**src/sv/nof_pkg.sv**
```systemverilog
`timescale 1ns / 1ps

package nof_pkg;

   localparam int CHAR_W        = 21;
   localparam int POS_W         = 17;
   localparam int CFG_W         = 16;
   localparam int CMD_W         = 2;
   localparam int STATUS_W      = 2;
   localparam int CSR_IDX_W     = 1;
   localparam int MAX_TOKEN_LEN = 32;
   localparam int MAX_TEXT_LEN  = 65535;

   localparam logic [CMD_W-1:0] CMD_CLEAR  = 2'd0;
   localparam logic [CMD_W-1:0] CMD_APPEND = 2'd1;
   localparam logic [CMD_W-1:0] CMD_TEXT   = 2'd2;
   localparam logic [CMD_W-1:0] CMD_END    = 2'd3;

   localparam logic [STATUS_W-1:0] STATUS_FOUND     = 2'd0;
   localparam logic [STATUS_W-1:0] STATUS_NOT_FOUND = 2'd1;
   localparam logic [STATUS_W-1:0] STATUS_TRIVIAL   = 2'd2;
   localparam logic [STATUS_W-1:0] STATUS_OVERFLOW  = 2'd3;

   localparam logic [CSR_IDX_W-1:0] CSR_START_CHAR = 1'd0;
   localparam logic [CSR_IDX_W-1:0] CSR_OCCURRENCE = 1'd1;

   localparam logic [CFG_W-1:0] OCCURRENCE_RESET = 16'd1;

   typedef struct packed {
      logic tok_shift;
      logic win_shift;
   } cell_ctrl_type;

endpackage

```
**src/sv/nof_cell.sv**
```systemverilog
`timescale 1ns / 1ps

module nof_cell (
   input  logic                        clock,
   input  nof_pkg::cell_ctrl_type      ctrl,
   input  logic [nof_pkg::CHAR_W-1:0]  tok_prev,
   input  logic [nof_pkg::CHAR_W-1:0]  win_prev,
   output logic [nof_pkg::CHAR_W-1:0]  tok_out,
   output logic [nof_pkg::CHAR_W-1:0]  win_out,
   output logic                        eq_next
);

   logic [nof_pkg::CHAR_W-1:0] tok_ff;
   logic [nof_pkg::CHAR_W-1:0] tok_in;
   logic [nof_pkg::CHAR_W-1:0] win_ff;
   logic [nof_pkg::CHAR_W-1:0] win_in;

   // The window character arriving this cycle is checked against the
   // token character this cell holds.
   assign eq_next = (win_prev == tok_ff);
   assign tok_out = tok_ff;
   assign win_out = win_ff;

   always_comb begin
      tok_in = ctrl.tok_shift ? tok_prev : tok_ff;
      win_in = ctrl.win_shift ? win_prev : win_ff;
   end

   always_ff @(posedge clock) begin
      tok_ff <= tok_in;
      win_ff <= win_in;
   end

endmodule

```
**src/sv/nth_token_occurrence_finder.sv**
```systemverilog
`timescale 1ns / 1ps

// Searches a stream of decoded code points for the Nth non-overlapping
// occurrence of a token. Input beats on the req_ channel carry a command:
// clear the token, append a token character, stream a text character, or
// end the text. Only an end-of-text beat produces a result beat on the
// rsp_ channel, with the match position and a status. The csr_ channel
// writes the start index and the wanted occurrence; it is always ready.
// The user must write it only while idle; the block does not enforce it.
// One input beat is taken every cycle unless req_stall holds an end-of-text
// beat. The token and text window sit in a row of MAX_TOKEN_LEN cells that
// shift one character per beat, and all cells compare in parallel, so the
// match decision for a text character is made in the cycle it is accepted.
// The result sits in an output register, and a second register catches
// one more result while the first is held by rsp_stall. Input beats keep
// flowing; an end-of-text beat is stalled only while both registers hold
// results, until the first one is taken.
// Reset is synchronous: the token becomes empty, all counters and flags
// clear, start_char returns to 0 and occurrence to 1.

module nth_token_occurrence_finder #(
   parameter int MAX_TOKEN_LEN = nof_pkg::MAX_TOKEN_LEN
) (
   input  logic                                 clock,
   input  logic                                 reset,

   input  logic                                 req_valid,
   output logic                                 req_stall,
   input  logic [nof_pkg::CMD_W-1:0]            req_command,
   input  logic [nof_pkg::CHAR_W-1:0]           req_char_value,

   output logic                                 rsp_valid,
   input  logic                                 rsp_stall,
   output logic signed [nof_pkg::POS_W-1:0]     rsp_position,
   output logic [nof_pkg::STATUS_W-1:0]         rsp_status,

   input  logic                                 csr_valid,
   output logic                                 csr_ready,
   input  logic [nof_pkg::CSR_IDX_W-1:0]        csr_index,
   input  logic [nof_pkg::CFG_W-1:0]            csr_data
);

   localparam int LEN_W = $clog2(MAX_TOKEN_LEN + 1);
   localparam int POS_W = nof_pkg::POS_W;
   localparam int CFG_W = nof_pkg::CFG_W;
   localparam int CHAR_W = nof_pkg::CHAR_W;

   logic [CFG_W-1:0]   start_char_ff,  start_char_in;
   logic [CFG_W-1:0]   occurrence_ff,  occurrence_in;
   logic [LEN_W-1:0]   token_length_ff, token_length_in;
   logic [POS_W-1:0]   text_index_ff,  text_index_in;
   logic [POS_W-1:0]   search_from_ff, search_from_in;
   logic [POS_W-1:0]   match_count_ff, match_count_in;
   logic [POS_W-1:0]   found_pos_ff,   found_pos_in;
   logic               found_ff,       found_in;
   logic               overflow_ff,    overflow_in;
   logic               rsp_valid_ff,   rsp_valid_in;
   logic signed [POS_W-1:0]          rsp_position_ff, rsp_position_in;
   logic [nof_pkg::STATUS_W-1:0]     rsp_status_ff,   rsp_status_in;
   logic               skid_valid_ff,  skid_valid_in;
   logic signed [POS_W-1:0]          skid_position_ff, skid_position_in;
   logic [nof_pkg::STATUS_W-1:0]     skid_status_ff,   skid_status_in;

   nof_pkg::cell_ctrl_type cell_ctrl;
   logic [CHAR_W-1:0]      tok_q [MAX_TOKEN_LEN];
   logic [CHAR_W-1:0]      win_q [MAX_TOKEN_LEN];
   logic [MAX_TOKEN_LEN-1:0] eq_vec;
   logic [MAX_TOKEN_LEN-1:0] len_mask;

   logic               req_accept;
   logic               end_fire;
   logic               rsp_take;
   logic               window_match;
   logic [POS_W-1:0]   next_index;
   logic [POS_W-1:0]   token_len_ext;
   logic [POS_W-1:0]   first_pos;
   logic [POS_W-1:0]   search_eff;
   logic [POS_W-1:0]   count_inc;
   logic signed [POS_W-1:0]          end_position;
   logic [nof_pkg::STATUS_W-1:0]     end_status;

   genvar k;
   generate
      for (k = 0; k < MAX_TOKEN_LEN; k++) begin : g_cell
         if (k == 0) begin : g_head
            nof_cell u_cell (
               .clock    (clock),
               .ctrl     (cell_ctrl),
               .tok_prev (req_char_value),
               .win_prev (req_char_value),
               .tok_out  (tok_q[k]),
               .win_out  (win_q[k]),
               .eq_next  (eq_vec[k])
            );
         end else begin : g_body
            nof_cell u_cell (
               .clock    (clock),
               .ctrl     (cell_ctrl),
               .tok_prev (tok_q[k-1]),
               .win_prev (win_q[k-1]),
               .tok_out  (tok_q[k]),
               .win_out  (win_q[k]),
               .eq_next  (eq_vec[k])
            );
         end
      end
   endgenerate

   always_comb begin
      for (int i = 0; i < MAX_TOKEN_LEN; i++) begin
         len_mask[i] = (LEN_W'(i) < token_length_ff);
      end
   end

   assign window_match = &(eq_vec | ~len_mask);

   assign req_stall  = skid_valid_ff & (req_command == nof_pkg::CMD_END);
   assign req_accept = req_valid & ~req_stall;
   assign end_fire   = req_accept & (req_command == nof_pkg::CMD_END);
   assign rsp_take   = rsp_valid_ff & ~rsp_stall;
   assign csr_ready  = 1'b1;

   assign rsp_valid    = rsp_valid_ff;
   assign rsp_position = rsp_position_ff;
   assign rsp_status   = rsp_status_ff;

   assign next_index    = text_index_ff + POS_W'(1);
   assign token_len_ext = POS_W'(token_length_ff);
   assign first_pos     = next_index - token_len_ext;
   assign search_eff    = (text_index_ff == '0) ? POS_W'(start_char_ff) : search_from_ff;
   assign count_inc     = match_count_ff + POS_W'(1);

   always_comb begin
      if (overflow_ff) begin
         end_position = '1;
         end_status   = nof_pkg::STATUS_OVERFLOW;
      end else if (text_index_ff == '0 || token_length_ff == '0
                   || occurrence_ff == '0) begin
         end_position = '0;
         end_status   = nof_pkg::STATUS_TRIVIAL;
      end else if (POS_W'(start_char_ff) > text_index_ff) begin
         end_position = '1;
         end_status   = nof_pkg::STATUS_NOT_FOUND;
      end else if (found_ff) begin
         end_position = $signed(found_pos_ff);
         end_status   = nof_pkg::STATUS_FOUND;
      end else begin
         end_position = '1;
         end_status   = nof_pkg::STATUS_NOT_FOUND;
      end
   end

   always_comb begin
      rsp_valid_in     = rsp_valid_ff;
      rsp_position_in  = rsp_position_ff;
      rsp_status_in    = rsp_status_ff;
      skid_valid_in    = skid_valid_ff;
      skid_position_in = skid_position_ff;
      skid_status_in   = skid_status_ff;

      if (skid_valid_ff) begin
         if (rsp_take) begin
            rsp_position_in = skid_position_ff;
            rsp_status_in   = skid_status_ff;
            skid_valid_in   = 1'b0;
         end
      end else if (end_fire) begin
         if (!rsp_valid_ff || rsp_take) begin
            rsp_valid_in    = 1'b1;
            rsp_position_in = end_position;
            rsp_status_in   = end_status;
         end else begin
            skid_valid_in    = 1'b1;
            skid_position_in = end_position;
            skid_status_in   = end_status;
         end
      end else if (rsp_take) begin
         rsp_valid_in = 1'b0;
      end
   end

   always_comb begin
      start_char_in   = start_char_ff;
      occurrence_in   = occurrence_ff;
      token_length_in = token_length_ff;
      text_index_in   = text_index_ff;
      search_from_in  = search_from_ff;
      match_count_in  = match_count_ff;
      found_pos_in    = found_pos_ff;
      found_in        = found_ff;
      overflow_in     = overflow_ff;
      cell_ctrl       = '0;

      if (csr_valid && csr_ready) begin
         case (csr_index)
            nof_pkg::CSR_START_CHAR: start_char_in = csr_data;
            nof_pkg::CSR_OCCURRENCE: occurrence_in = csr_data;
            default: ;
         endcase
      end

      if (req_accept) begin
         case (req_command)
            nof_pkg::CMD_CLEAR: begin
               token_length_in = '0;
            end
            nof_pkg::CMD_APPEND: begin
               if (token_length_ff == LEN_W'(MAX_TOKEN_LEN)) begin
                  overflow_in = 1'b1;
               end else begin
                  cell_ctrl.tok_shift = 1'b1;
                  token_length_in     = token_length_ff + LEN_W'(1);
               end
            end
            nof_pkg::CMD_TEXT: begin
               if (text_index_ff == POS_W'(nof_pkg::MAX_TEXT_LEN)) begin
                  overflow_in = 1'b1;
               end else begin
                  cell_ctrl.win_shift = 1'b1;
                  text_index_in       = next_index;
                  search_from_in      = search_eff;
                  if (token_length_ff != '0 && next_index >= token_len_ext && !found_ff
                      && first_pos >= search_eff && window_match) begin
                     match_count_in = count_inc;
                     search_from_in = next_index;
                     if (count_inc == POS_W'(occurrence_ff)) begin
                        found_in     = 1'b1;
                        found_pos_in = first_pos;
                     end
                  end
               end
            end
            nof_pkg::CMD_END: begin
               text_index_in  = '0;
               search_from_in = '0;
               match_count_in = '0;
               found_pos_in   = '0;
               found_in       = 1'b0;
               overflow_in    = 1'b0;
            end
            default: ;
         endcase
      end
   end

   always_ff @(posedge clock) begin
      if (reset) begin
         start_char_ff   <= '0;
         occurrence_ff   <= nof_pkg::OCCURRENCE_RESET;
         token_length_ff <= '0;
         text_index_ff   <= '0;
         search_from_ff  <= '0;
         match_count_ff  <= '0;
         found_pos_ff    <= '0;
         found_ff        <= 1'b0;
         overflow_ff     <= 1'b0;
         rsp_valid_ff    <= 1'b0;
         skid_valid_ff   <= 1'b0;
      end else begin
         start_char_ff   <= start_char_in;
         occurrence_ff   <= occurrence_in;
         token_length_ff <= token_length_in;
         text_index_ff   <= text_index_in;
         search_from_ff  <= search_from_in;
         match_count_ff  <= match_count_in;
         found_pos_ff    <= found_pos_in;
         found_ff        <= found_in;
         overflow_ff     <= overflow_in;
         rsp_valid_ff    <= rsp_valid_in;
         skid_valid_ff   <= skid_valid_in;
      end
   end

   always_ff @(posedge clock) begin
      rsp_position_ff  <= rsp_position_in;
      rsp_status_ff    <= rsp_status_in;
      skid_position_ff <= skid_position_in;
      skid_status_ff   <= skid_status_in;
   end

endmodule

```
**config.mk**
```make
export PLATFORM = sky130hd
export DESIGN_NAME = nth_token_occurrence_finder
export DESIGN_NICKNAME = d
export VERILOG_FILES = /design/src/sv/nof_pkg.sv /design/src/sv/nof_cell.sv /design/src/sv/nth_token_occurrence_finder.sv
export SDC_FILE = /design/constraint.sdc
export NUM_CORES = 2
export LEC_CHECK = 0
export ABC_AREA = 1
export BUFFER_PORTS_ARGS = -buffer_cell sky130_fd_sc_hd__clkbuf_2
export CORE_MARGIN = 2
export CORE_UTILIZATION = 63
export CTS_CLUSTER_DIAMETER = 200
export DETAILED_ROUTE_END_ITERATION = 8
export PLACE_DENSITY = 0.86
export SYNTH_ARGS = -nofsm -noshare
export SYNTH_HDL_FRONTEND = slang
export SYNTH_HIERARCHICAL = 1
export SYNTH_SLANG_ARGS = --single-unit
export TNS_END_PERCENT = 1
```
**constraint.sdc**
```tcl
create_clock -name clock -period 62.3 [get_ports clock]
set_input_delay 3.115 -clock clock [delete_from_list [all_inputs] [get_ports clock]]
set_output_delay 3.115 -clock clock [all_outputs]
set_load 0.01 [all_outputs]
```
==> results.sh <==
export IMPL_final_hold_violation_count=0
export IMPL_coreArea_um2=96300
export IMPL_max_vdd_ir_drop_uv=31.6
export IMPL_leakagePower_nw=26.7
export IMPL_area_delta_synth_final_pct=10.2
export IMPL_synth_nets=5374
export IMPL_crit_arrival_ps=4210
export IMPL_fillers=6067
export IMPL_dieWidth_um=315
export IMPL_drive_gt1_frac=0.0717
export IMPL_crit_path_start_kind="input port"
export IMPL_routed_wl_um=110000
export IMPL_endpoint_kind="output pin"
export IMPL_maxSlewViolCount=0
export IMPL_layout_nets=5548
export IMPL_startpoint="req_command[1]"
export IMPL_multiInputGateArea_um2=14600
export IMPL_dp_slack_ps=54460
export IMPL_overflow=0
export IMPL_slew_headroom=0.217
export IMPL_slowest_stage="nand2_1"
export IMPL_yosysWarnings=6
export IMPL_final_cells=6839
export IMPL_clock_sinks=1471
export IMPL_antenna_cells=0
export IMPL_required_ps=59190
export IMPL_wire_per_inst_um=16.1
export IMPL_initial_core_util=0.632
export IMPL_fin_skew_ps=29.4
export IMPL_post_dp_hpwl_um=69000
export IMPL_drc=0
export IMPL_fin_ws_ps=54980
export IMPL_critPathMaxStageDelay_ps=460
export IMPL_critPathMostFrequentCell="clkbuf_2"
export IMPL_max_freq_ghz=0.137
export IMPL_reg2reg_slack_ps=56870
export IMPL_cts_root_buf="clkbuf_16"
export IMPL_drt_iter0_drc=3388
export IMPL_grt_pass1_wl_um=175000
export IMPL_rsz0062_at_grt="false"
export IMPL_post_cts_repair_setup_buffers=0
export IMPL_m1WireLength_um=40200
export IMPL_io_buffer_count=65
export IMPL_grt_pass1_vias=36543
export IMPL_vias=35998
export IMPL_track_usage=0.224
export IMPL_ff_latch_area_um2=43100
export IMPL_fin_crit_ps=7320
export IMPL_min_path_type="reg -> reg"
export IMPL_clk_latency_ps=750
export IMPL_crit_end="req_stall"
export IMPL_vias_per_cell=5.26
export IMPL_ctsHtreeMaxLevel=4
export IMPL_ios=67
export IMPL_cts_tree="done"
export IMPL_antenna_left=0
export IMPL_setup_violations=0
export IMPL_r2r_cells=23
export IMPL_synthCells=5283
export IMPL_finalCritPeriodShare=0.118
export IMPL_clock_path_buffers=3
export IMPL_grt_start_max_net_pins=198
export IMPL_place_inst=6590
export IMPL_tightestPinTransition_ps=1170
export IMPL_dieArea_um2=99200
export IMPL_highest_layer="met4"
export IMPL_firstDrtPassIters=6
export IMPL_critPathKind="in -> out"
export IMPL_cts_buffers=141
export IMPL_worstReg2RegStart="text_index_ff[0]"
export IMPL_critical_path_cell_chain="clkbuf_2 > nand2_1 > nor2_1 > clkbuf_2"
export IMPL_status="finished, final reports clean"
export IMPL_dr_wl_met2_um=59900
export IMPL_drv_cap=0
export IMPL_cts_resized=0
export IMPL_syn_avg_cell_area_um2=11.5
export IMPL_gp_congestion=0.917
export IMPL_hold_buffers=0
export IMPL_path_max_fanout=21
export IMPL_clk_pin_slew_ps=60
export IMPL_antenna_found_initial=1
export IMPL_power_density_nw_per_um2=29.7
export IMPL_rr_endpoint="found_pos_ff[0]"
export IMPL_rows=114
export IMPL_power_total_w=0.00199
export IMPL_tns_ps=0
export IMPL_wl_met3_um=6250
export IMPL_die_h_um=315
export IMPL_syn_area_um2=60900
==> sequential cells by signal (all words and copies together) (netlist names) <==
signal,cells
g_cell.g_body.u_cell/win_out,630
found_ff,1
search_from_ff,17
g_cell.g_head.u_cell/tok_out,21
token_length_ff,6
match_count_ff,17
overflow_ff,1
rsp_valid,1
g_cell.g_head.u_cell/win_out,21
skid_position_ff,17
g_cell.g_body.u_cell/tok_out,651
skid_status_ff,2
text_index_ff,17
rsp_position,17
occurrence_ff,16
found_pos_ff,17
skid_valid_ff,1
start_char_ff,16
rsp_status,2
==> cell type report <==
cell class / count / share of cell area
Sequential cell: 1471 / 0.642
Multi-Input combinational cell: 2949 / 0.217
Clock buffer: 185 / 0.0572
Inverter: 811 / 0.0454
Tap cell: 1276 / 0.0238
Timing Repair Buffer: 83 / 0.00779
Clock inverter: 64 / 0.00705
==> worst min path at each step <==
stage                                         from                                  end  cells past startpoint
2_1_floorplan                   match_count_ff[16]                   match_count_ff[16]                      2
3_5_place_dp   g_cell[12].g_body.u_cell/tok_out[7]  g_cell[13].g_body.u_cell/tok_out[7]                      0
4_1_cts        g_cell[15].g_body.u_cell/win_out[9]  g_cell[16].g_body.u_cell/win_out[9]                      0
6_report       g_cell[15].g_body.u_cell/win_out[9]  g_cell[16].g_body.u_cell/win_out[9]                      0
5_1_grt        g_cell[21].g_body.u_cell/tok_out[7]  g_cell[22].g_body.u_cell/tok_out[7]                      0
3_3_place_gp                    match_count_ff[16]                   match_count_ff[16]                      2
==> stage by stage <==
step            util  hold slack (ps)  cell area (µm²)
2_1_floorplan      -              435            60900
3_3_place_gp   0.652              446            62800
3_5_place_dp   0.652              456            62800
4_1_cts        0.697              457            67100
5_1_grt        0.697              461            67100
6_report       0.697              453            67100
==> per-layer routing <==
| metal | up-vias | GRT usage |
|---|---|---|
| li1 | 17484 | - |
| met1 | 17271 | 0.254 |
| met2 | 993 | 0.418 |
| met3 | 250 | 0.0381 |
| met4 | 0 | 0.0908 |
| met5 | - | 0 |
==> critical path, delay by kind of cell <==
kind	cells	cell delay, ps
buffers and inverters	2	300
AND/OR/NAND/NOR	2	790
==> power breakdown <==
part | leakage, nW | internal, W | switching [W]
clock | 2.10 | 0.000448 | 0.000351
sequential | 13.3 | 0.00110 | 0.0000152
combinational | 11.2 | 0.0000266 | 0.0000542
==> cell usage in the layout (no fill, tap or decap), drive strengths merged, types with 18 or more instances in the layout <==
| cell type | n |
|---|---|
| ha | 45 |
| nor2 | 456 |
| xnor2 | 355 |
| a21oi | 104 |
| edfxtp | 1361 |
| clkinv | 52 |
| clkbuf | 250 |
| nand4 | 51 |
| dfxtp | 110 |
| nand2 | 1649 |
| inv | 816 |
| o21ai | 56 |
| nand3 | 153 |
| buf | 18 |
| a31oi | 18 |
(Power assumes the default switching activity.)
